==> src/rtl/assert_macros.svh <==
// ---------------------------------------------------------------------------
// Assertion macros
// Clocked assertion helpers used by the RTL that checks itself.
// ---------------------------------------------------------------------------
`ifndef ASSERT_MACROS_SVH
`define ASSERT_MACROS_SVH

// Same-cycle implication, sampled on clk, quiet while rst is high.
`define ASSERT_IMPL(label, ante, cons, msg) \
  label: assert property (@(posedge clk) disable iff (rst) (ante) |-> (cons)) \
    else $error(msg);

// Next-cycle implication, sampled on clk, quiet while rst is high.
`define ASSERT_NEXT(label, ante, cons, msg) \
  label: assert property (@(posedge clk) disable iff (rst) (ante) |=> (cons)) \
    else $error(msg);

`endif

==> src/rtl/lks_pkg.sv <==
// ---------------------------------------------------------------------------
// Label keyword scanner package
// Field widths, character codes, result kinds and the result record.
// ---------------------------------------------------------------------------
package lks_pkg;

  localparam int MAX_LINE_DEF = 1024;

  localparam int BYTE_W  = 8;
  localparam int KIND_W  = 2;
  localparam int LINE_W  = 24;
  localparam int COL_W   = 10;
  localparam int COUNT_W = 16;
  localparam int KW_LEN  = 6;
  localparam int PROG_W  = 3;

  localparam int DATA_FIELDS_W = LINE_W + COL_W + BYTE_W + COUNT_W;
  localparam int TDATA_W       = ((DATA_FIELDS_W + 7) / 8) * 8;
  localparam int PAD_W         = TDATA_W - DATA_FIELDS_W;

  localparam logic [BYTE_W-1:0] CH_NUL       = 8'h00;
  localparam logic [BYTE_W-1:0] CH_NEWLINE   = 8'h0A;
  localparam logic [BYTE_W-1:0] CH_BACKSLASH = 8'h5C;
  localparam logic [BYTE_W-1:0] CH_RBRACE    = 8'h7D;

  localparam logic [KIND_W-1:0] KIND_START = 2'd0;
  localparam logic [KIND_W-1:0] KIND_TEXT  = 2'd1;
  localparam logic [KIND_W-1:0] KIND_END   = 2'd2;

  typedef struct packed {
    logic [KIND_W-1:0]  kind;
    logic [LINE_W-1:0]  line_number;
    logic [COL_W-1:0]   column;
    logic [BYTE_W-1:0]  text_byte;
    logic [COUNT_W-1:0] label_count;
  } res_t;

  // Byte of the keyword backslash-label at a given position.
  function automatic logic [BYTE_W-1:0] kw_byte(input logic [PROG_W-1:0] idx);
    logic [BYTE_W-1:0] ch;
    case (idx)
      3'd0:    ch = CH_BACKSLASH;
      3'd1:    ch = 8'h6C;
      3'd2:    ch = 8'h61;
      3'd3:    ch = 8'h62;
      3'd4:    ch = 8'h65;
      3'd5:    ch = 8'h6C;
      default: ch = CH_NUL;
    endcase
    return ch;
  endfunction

endpackage

==> src/rtl/lks_scan.sv <==
// ---------------------------------------------------------------------------
// Label keyword scanner core
// Holds the line, column, match and phase state and forms the result for
// the byte presented on in_byte. State advances when en is high.
// ---------------------------------------------------------------------------
module lks_scan #(
  parameter int MAX_LINE = lks_pkg::MAX_LINE_DEF
) (
  input  logic                        clk,
  input  logic                        rst,
  input  logic                        en,
  input  logic [lks_pkg::BYTE_W-1:0]  in_byte,
  output logic                        hit,
  output lks_pkg::res_t               res
);
  import lks_pkg::*;

  localparam int OFF_W = $clog2(MAX_LINE - 1);
  localparam logic [OFF_W-1:0] OFF_LAST = OFF_W'(MAX_LINE - 2);

  typedef enum logic [1:0] {
    PH_SCAN  = 2'd0,
    PH_SKIP  = 2'd1,
    PH_LABEL = 2'd2,
    PH_DONE  = 2'd3
  } phase_t;

  phase_t              phase, phase_next;
  logic [LINE_W-1:0]   current_line, current_line_next;
  logic [OFF_W-1:0]    byte_offset, byte_offset_next;
  logic [PROG_W-1:0]   match_progress, match_progress_next;
  logic [COUNT_W-1:0]  found_total, found_total_next;

  logic                chunk_end;
  logic                closes;
  logic [PROG_W-1:0]   prog_inc;

  always_comb begin
    chunk_end = (in_byte == CH_NEWLINE) || (byte_offset >= OFF_LAST);
    closes    = (in_byte == CH_NUL) || chunk_end ||
                ((phase == PH_LABEL) && (in_byte == CH_RBRACE));
    if (in_byte == kw_byte(match_progress)) begin
      prog_inc = match_progress + PROG_W'(1);
    end else if (in_byte == CH_BACKSLASH) begin
      prog_inc = PROG_W'(1);
    end else begin
      prog_inc = '0;
    end

    phase_next          = phase;
    match_progress_next = match_progress;
    found_total_next    = found_total;
    hit                 = 1'b0;
    res                 = '0;

    case (phase)
      PH_SCAN: begin
        if (in_byte == CH_NUL) begin
          phase_next          = PH_DONE;
          match_progress_next = '0;
        end else if (prog_inc == PROG_W'(KW_LEN)) begin
          match_progress_next = '0;
          if (found_total != '1) begin
            found_total_next = found_total + COUNT_W'(1);
          end
          hit             = 1'b1;
          res.kind        = KIND_START;
          res.line_number = current_line;
          res.column      = COL_W'(byte_offset - OFF_W'(KW_LEN - 1));
          phase_next      = PH_SKIP;
        end else begin
          match_progress_next = prog_inc;
        end
      end
      PH_SKIP, PH_LABEL: begin
        if (closes) begin
          hit             = 1'b1;
          res.kind        = KIND_END;
          res.label_count = found_total;
          phase_next      = PH_DONE;
        end else if (phase == PH_SKIP) begin
          phase_next = PH_LABEL;
        end else begin
          hit           = 1'b1;
          res.kind      = KIND_TEXT;
          res.text_byte = in_byte;
        end
      end
      default: begin
      end
    endcase

    if (chunk_end) begin
      byte_offset_next    = '0;
      current_line_next   = (current_line != '1) ? current_line + LINE_W'(1)
                                                 : current_line;
      phase_next          = PH_SCAN;
      match_progress_next = '0;
    end else begin
      byte_offset_next  = byte_offset + OFF_W'(1);
      current_line_next = current_line;
    end
  end

  always_ff @(posedge clk) begin
    if (rst) begin
      phase          <= PH_SCAN;
      current_line   <= LINE_W'(1);
      byte_offset    <= '0;
      match_progress <= '0;
      found_total    <= '0;
    end else if (en) begin
      phase          <= phase_next;
      current_line   <= current_line_next;
      byte_offset    <= byte_offset_next;
      match_progress <= match_progress_next;
      found_total    <= found_total_next;
    end
  end

endmodule

==> src/rtl/lks_obuf.sv <==
// ---------------------------------------------------------------------------
// Label keyword scanner result register
// Holds one result beat for the output channel and reports when it can
// take a new one.
// ---------------------------------------------------------------------------
module lks_obuf (
  input  logic           clk,
  input  logic           rst,
  input  logic           load,
  input  lks_pkg::res_t  load_res,
  input  logic           take,
  output logic           room,
  output logic           valid,
  output lks_pkg::res_t  res
);
  import lks_pkg::*;

  assign room = !valid || take;

  always_ff @(posedge clk) begin
    if (rst) begin
      valid <= 1'b0;
    end else if (room) begin
      valid <= load;
    end
  end

  always_ff @(posedge clk) begin
    if (room && load) begin
      res <= load_res;
    end
  end

endmodule

==> src/rtl/label_keyword_scanner_unit.sv <==
// ---------------------------------------------------------------------------
// Label keyword scanner unit
// Scans a text byte stream for the label keyword and streams out the label
// position, the label text bytes and a running label count.
//
// Input channel s_axis carries one text byte per beat. Output channel
// m_axis carries one result per beat: tuser gives the kind (start, text,
// end), tdata gives line number, column, text byte and label count.
// A byte is held in an input register and scanned there; its result (if
// any) is loaded into the result register once that register has room.
// Throughput is one byte per cycle while the result register has room;
// the scanner state loop updates once per byte and both registers can
// turn over in the same cycle.
// Bytes that cause no result still pass through the input register in
// order behind any pending result.
// Reset clears the line count to one, the column and label count to zero
// and empties both registers.
// When the receiver holds m_axis_tready low with a result waiting, the
// input register fills and s_axis_tready drops until the result is taken.
// ---------------------------------------------------------------------------
module label_keyword_scanner_unit #(
  parameter int MAX_LINE = lks_pkg::MAX_LINE_DEF
) (
  input  logic                         clk,
  input  logic                         rst,
  input  logic                         s_axis_tvalid,
  output logic                         s_axis_tready,
  input  logic [lks_pkg::BYTE_W-1:0]   s_axis_tdata,   // in_byte
  output logic                         m_axis_tvalid,
  input  logic                         m_axis_tready,
  output logic [lks_pkg::TDATA_W-1:0]  m_axis_tdata,   // line_number, column,
                                                       // text_byte, label_count
  output logic [lks_pkg::KIND_W-1:0]   m_axis_tuser    // kind
);
  import lks_pkg::*;

  `include "assert_macros.svh"

  logic              in_valid;
  logic [BYTE_W-1:0] in_byte;
  logic              advance;
  logic              room;
  logic              hit;
  res_t              scan_res;
  res_t              out_res;

  assign advance       = in_valid && room;
  assign s_axis_tready = !in_valid || advance;

  always_ff @(posedge clk) begin
    if (rst) begin
      in_valid <= 1'b0;
    end else if (s_axis_tready) begin
      in_valid <= s_axis_tvalid;
    end
  end

  always_ff @(posedge clk) begin
    if (s_axis_tready && s_axis_tvalid) begin
      in_byte <= s_axis_tdata;
    end
  end

  lks_scan #(
    .MAX_LINE (MAX_LINE)
  ) u_scan (
    .clk     (clk),
    .rst     (rst),
    .en      (advance),
    .in_byte (in_byte),
    .hit     (hit),
    .res     (scan_res)
  );

  lks_obuf u_obuf (
    .clk      (clk),
    .rst      (rst),
    .load     (advance && hit),
    .load_res (scan_res),
    .take     (m_axis_tready),
    .room     (room),
    .valid    (m_axis_tvalid),
    .res      (out_res)
  );

  assign m_axis_tuser = out_res.kind;
  assign m_axis_tdata = {{PAD_W{1'b0}}, out_res.label_count, out_res.text_byte,
                         out_res.column, out_res.line_number};

  `ASSERT_IMPL(a_stall_only_when_blocked, !s_axis_tready,
               in_valid && m_axis_tvalid && !m_axis_tready,
               "input side stalled while the result register had room")

  `ASSERT_NEXT(a_held_byte_stable, in_valid && !advance,
               in_valid && $stable(in_byte),
               "held input byte changed or was dropped before it was scanned")

  `ASSERT_IMPL(a_end_counts_label, m_axis_tvalid && out_res.kind == KIND_END,
               out_res.label_count != '0,
               "label end result carries a zero label count")

endmodule
==> config.mk <==
export PLATFORM = sky130hd
export DESIGN_NAME = label_keyword_scanner_unit
export DESIGN_NICKNAME = d
export VERILOG_FILES = /design/src/rtl/lks_pkg.sv /design/src/rtl/lks_scan.sv /design/src/rtl/lks_obuf.sv /design/src/rtl/label_keyword_scanner_unit.sv
export VERILOG_INCLUDE_DIRS = /design/src /design/src/rtl
export SDC_FILE = /design/constraint.sdc
export NUM_CORES = 1
export LEC_CHECK = 0
export BUFFER_PORTS_ARGS = -buffer_cell sky130_fd_sc_hd__buf_2
export CORE_MARGIN = 4
export CORE_UTILIZATION = 50
export DETAILED_ROUTE_END_ITERATION = 10
export MAX_ROUTING_LAYER = met4
export PLACE_DENSITY_LB_ADDON = 0.25
export RECOVER_POWER = 100
export SKIP_LAST_GASP = 1
export SYNTH_ARGS = -nofsm -noshare
export SYNTH_HDL_FRONTEND = slang
export SYNTH_SLANG_ARGS = --single-unit
==> constraint.sdc <==
create_clock -name clk -period 17.5 [get_ports clk]
set_clock_uncertainty 0.05 [all_clocks]
set_input_delay 0 -clock clk [delete_from_list [all_inputs] [get_ports clk]]
set_output_delay 0 -clock clk [all_outputs]
set_load 0.1 [all_outputs]
After elaboration in Yosys (flattened, before gate mapping)
Index checks and enable logic that the tools add are counted.

Bits in registers: 125. Input bits: 12.

Add/subtract/negate cells: 5. Order comparisons: 1. Equality and inequality tests: 16. Muxes and demuxes: 24. Bitwise operators: 4. Reductions and logical operators: 26.

Operators with widths (number): 2-to-1 mux 36 bit (1); one-hot mux 7 bit (5 select lines) (1); 2-to-1 mux 34 bit (1); adder 24 x 1 -> 24 bit (second input constant) (1); != test 24 bit (second input constant) (1); adder 16 x 1 -> 16 bit (second input constant) (1); == test 8 x 7 -> 1 bit (second input constant) (2); != test 16 bit (second input constant) (1); 2-to-1 mux 3 bit (5); 2-to-1 mux 2 bit (6); adder 10 x 1 -> 10 bit (second input constant) (1); >= comparator 10 bit (second input constant) (1); 2-to-1 mux 10 bit (1); subtractor 10 x 3 -> 10 bit (second input constant) (1); == test 3 bit (second input constant) (3); == test 8 x 4 -> 1 bit (second input constant) (1); == test 8 x 7 -> 1 bit (1); zero test 8 bit (1); != test 4 x 1 -> 1 bit (second input constant) (2); one-hot mux 2 bit (2 select lines) (2); == test 3 x 2 -> 1 bit (second input constant) (2); 2-to-1 mux 1 bit (6); OR reduction 3 bit (2); logical AND 1 bit (5); 17 further kinds (27).

Logic depth before layout (Yosys ltp)
Word-level depth: 11. Mapped depth: 10.

Cells and area by module
From an unflattened synthesis, not the netlist that was laid out.

Cells, all modules: 572. Area, all modules: 6089.6 um2.

By module, submodules not included: lks_scan (times used 1, cells an instance 485, area each 3873.7 um2, sequential area each 1101.1 um2); lks_obuf (times used 1, cells an instance 65, area each 1856.8 um2, sequential area each 1821.7 um2); label_keyword_scanner_unit (times used 1, cells an instance 22, area each 359.1 um2, sequential area each 260.2 um2).

Worst setup path after synthesis
OpenSTA, ideal clock, no wires.

Path type: register to register. Start point: reg u_scan.match_progress[1]. End point: reg u_obuf.res[0] (netlist name), enable pin. Data arrival time: 6.202 ns. Data required time: 16.898 ns. Path slack: 10.696 ns. Cell stages (with the launch flop): 10. Period minus slack after synthesis: 6.804 ns. Cell sequence: dfxtp_1 > inv_1 > ha_1 > or2_2 > a21oi_1 > nor4b_2 > and4_1 > clkbuf_1 > nor2_1 > nor3_1.

Longest elaborated chain between the ends: 11. Elaborated cells on any way between the ends: 17.

Ends and longest elaborated chain: start: declaration (line lks_scan.sv:31) `logic [PROG_W-1:0] match_progress, match_progress_next;`; start signal: assignment (line lks_scan.sv:116) `match_progress <= match_progress_next;`; == test 3 x 1 -> 1 bit or == test 3 bit (tied branches) (line lks_pkg.sv:41) `case (idx)`; OR reduction 2 bit (no line); one-hot mux 7 bit (5 select lines) (line lks_pkg.sv:41); == test 8 x 7 -> 1 bit (line lks_scan.sv:42) `if (in_byte == kw_byte(match_progress)) begin`; 2-to-1 mux 3 bit * (line lks_scan.sv:42); == test 3 bit * (line lks_scan.sv:61) `end else if (prog_inc == PROG_W'(KW_LEN)) begin`; 2-to-1 mux 1 bit * (line lks_scan.sv:61); 2-to-1 mux 1 bit * (line lks_scan.sv:58) `if (in_byte == CH_NUL) begin`; one-hot mux 1 bit (2 select lines) * (line lks_scan.sv:56) `case (phase)`; logical AND 1 bit * (line label_keyword_scanner_unit.sv:78) `.load (advance && hit),`; logical AND 1 bit * (line lks_obuf.sv:29) `if (room && load) begin`; end signal: assignment (line lks_obuf.sv:30) `res <= load_res;`; end: declaration (line lks_obuf.sv:14) `output lks_pkg::res_t res`.

Every way passes the cells marked *; elsewhere a longest branch is shown, timed or not. A chain may end at the register's enable or synchronous reset.

Worst setup path after layout
Start point: reg u_scan.match_progress[1]. End point: reg u_obuf.res[31] (netlist name), enable pin.

The elaborated chain is that of the path after synthesis.

==> summary.txt <==
Pwr
  – Sequential fraction of design power: between 40% and 50%
  – Pwr Total: approximately 0.65 mW
  – LEAKAGE: between 2 and 3 nW
  – Sw Ratio: 20.49%
  – Int Pwr: slightly above 0.5 mW
  – Combinational Power Share: approximately 2.8%
  – Clock power share: 49.2%
  – Pwr per Cell Area: 95.04 mW/mm²
  – Net Sw Power: 0.1328 mW
  – Max VDD drop: 0.00006747 V

Synthesis
  – Top post-synthesis cells by area: edfxtp_1 (35%), dfxtp_1 (19%), xor2_1 (4.5%)
  – Post-Syn Area: between 0.005 and 0.006 mm²
  – Yosys top cell area share: 34.82%
  – Most used DFF post-synth: edfxtp_1
  – Dominant cell type by area after synthesis: edfxtp_1
  – Post-synth EDFFs: 68
  – Top cells by count, synth: edfxtp_1 (68), nor2_1 (67), dfxtp_1 (57)
  – Cell with the most instances after synthesis: edfxtp_1
  – Syn Inst Count: 557
  – Register area share after synthesis: 54.28%
  – Ys async rst share: 0%
  – Flops & latches, synth: 125
  – Synth warn: 0
  – Avg Cell Area, Syn: 10.53 µm²
  – Count of different cell masters after synthesis: 56

Place
  – Placed inst area: 0.006297 mm²
  – Placed insts: 747
  – Final Wtd Congestion: between 0.8 and 0.9
  – Port Buffer Count: 73
  – DP Wirelength: between 7000 and 8000 µm
  – Pre-CTS WS: 13630 ps

Final layout
  – Syn-to-layout area delta: 16.24%
  – Share of layout cells above drive strength 1: approximately 7.4%
  – Final net count: 661
  – Post-route design area: approximately 0.0068 mm²
  – # fillers: between 900 and 1000
  – Final cell count without fillers: 790
  – N_diodes: 0
  – Final core occ: 59.44%

Worst hold path
  – Hold Crit Class: in2reg
  – Worst min-delay path startpoint: rst

Detailed routing
  – Final wirelength: 11580 µm
  – Iter 0 DRT Violations: 209
  – Antenna viol nets, final: 0
  – DRT Pass-1 Iters: 5
  – Drt wl/cell: 14.66 µm
  – DRC errors left: 0
  – Vias/cell: 5.356
  – Vias: 4231

Setup path
  – WP data required: between 15000 and 20000 ps
  – CP startpoint: u_scan.match_progress[1]
  – Crit path capture type: flip-flop
  – WS Path Type: reg2reg
  – Reg2Reg Setup Slack: ~12000 ps
  – Worst R2R End: u_obuf.res[31]
  – Crit path launch type: flip-flop
  – Crit-path max FO: 43
  – Worst reg2reg path depth: 9
  – CP endpoint: u_obuf.res[31]
  – WP data arrival: 5370 ps
  – Reg-to-Reg Start: u_scan.match_progress[1]

CTS
  – Cts repair resizes: 0
  – CTS Sinks: 125
  – Post-CTS Setup Bufs: 0
  – Root Driver: clkbuf_16
  – Htree depth: 4
  – CTS buffer count: 17
  – Clk_lat worst skew: 410 ps
  – Reg clk slew, reported paths: 50 ps
  – CTS max path bufs: 2
  – CTS tree: yes

STA
  – RSZ-0062 raised after global routing: false
  – Highest clock rate: between 0.15 and 0.2 GHz
  – Tmin final: 5444 ps
  – WHS: ~140 ps
  – Fin worst setup slack: 12060 ps
  – Final Hold Vio Count: 0
  – TNS Setup: 0 ps
  – Crit share post-route: 31.11%
  – Worst slew margin: -55.31%
  – Worst-Margin Slew: 2330 ps
  – Endpoints failing setup: 0
  – Max-slew violations: 44

Floorplanning
  – Site Rows: 39
  – Die Span X: 116.3 µm
  – Initial Util: 51.14%
  – Die Area: between 0.01 and 0.015 mm²
  – I/O Pins: 80
  – Die height: ~120 µm
  – Core Box Area: around 0.011 mm²

Run
  – Max-cap violations: 1

GRT
  – Initial antenna violation count: 0
  – First-pass GRT wire length: ~20000 µm
  – Gr usage total: 19.12%
  – Largest net degree at the start of global routing: 58
  – Vias in the first global route: 4113
  – Grt ovf: 0

Outcome
  – Failing checks: max-capacitance violations, max-slew violations
  – Outcome: complete, but fails checks
==> state kept, by name (all words and copies together) (netlist names) <==
signal	cells
in_byte	8
u_scan.phase	2
u_scan.found_total	16
u_scan.match_progress	3
u_scan.byte_offset	10
in_valid	1
u_obuf.valid	1
u_obuf.res	60
u_scan.current_line	24
==> power by group through the flow <==
| stage | clock network (mW) | logic, mW | registers, mW |
|---|---|---|---|
| 5_1_grt | 0.338 | 0.0198 | 0.311 |
| 3_5_place_dp | 0 | 0.0165 | 0.317 |
| 2_1_floorplan | 0 | 0.0145 | 0.316 |
| 4_1_cts | 0.324 | 0.0185 | 0.311 |
| 3_3_place_gp | 0 | 0.0163 | 0.317 |
| 6_report | 0.319 | 0.0181 | 0.311 |
==> final cells by class <==
type | count | area, µm² | share of cell area, %
Clock buffer | 24 | 471.7 | 6.920
Sequential cell | 125 | 3183 | 46.70
Inverter | 16 | 60.06 | 0.8811
Multi-Input combinational cell | 386 | 2435 | 35.72
Clock inverter | 8 | 67.56 | 0.9912
Tap cell | 143 | 178.9 | 2.625
Timing Repair Buffer | 88 | 420.4 | 6.167
==> worst min-delay path by stage <==
stage	slack, ps	cells after the start	endpoint
after floorplan	50	0	in_byte[0]
after global routing	170	3	u_scan.current_line[20]
final	140	3	u_scan.current_line[5]
after global placement	130	1	in_byte[4]
after detailed placement	130	1	in_byte[6]
after CTS	120	3	u_scan.current_line[8]
==> layout by cell type, fill, tap and decap left out, types with 14 or more instances in the layout <==
| master | Yosys | layout |
|---|---|---|
| clkbuf_1 | 21 | 69 |
| edfxtp_1 | 68 | 68 |
| nor2_1 | 67 | 67 |
| dfxtp_1 | 57 | 57 |
| and3_1 | 31 | 31 |
| xor2_1 | 30 | 30 |
| nand4_1 | 25 | 25 |
| and2_0 | 0 | 25 |
| a21oi_1 | 21 | 22 |
| nand3_1 | 22 | 22 |
| clkbuf_16 | 0 | 17 |
| inv_1 | 16 | 16 |
| nand2_1 | 15 | 16 |
| and2_1 | 41 | 16 |
| ha_1 | 15 | 15 |
| nand2b_1 | 14 | 14 |
==> critical path, cell delays in order (launching register included) <==
cell and delay, ps:
dfxtp_1 460, inv_1 100, ha_1 260, or2_2 320, a21oi_1 160, nor4b_1 590
and4_1 940, nor2_1 150, nor3_1 250, clkbuf_1 1680
==> repair_timing <==
action,in CTS,in global routing
endpoints found under the hold margin,10,0
hold buffers,11,0
endpoints found under the setup margin,0,0
==> routing by layer <==
layer  global-route usage, %  wire (µm)
met2                   30.97       5839
met4                   6.342        137
met5                       -          0
met1                   23.43       5094
met3                   4.870        507
==> kinds of logic (layout without fill, tap and decap cells) <==
| group | count (synthesis) | count (layout) | share of synthesized area (%) |
|---|---|---|---|
| other | 1 | 6 | 0.06395 |
| multiplexers | 5 | 5 | 0.8748 |
| AO/OA/AOI/OAI | 60 | 60 | 7.084 |
| buffers and inverters | 51 | 136 | 3.840 |
| XOR/XNOR | 41 | 41 | 6.123 |
| AND/OR/NAND/NOR | 259 | 259 | 24.54 |
| flip-flops | 125 | 125 | 54.28 |
| adder cells (fa/ha/maj) | 15 | 15 | 3.200 |
Power figures use the tool's default switching activity.
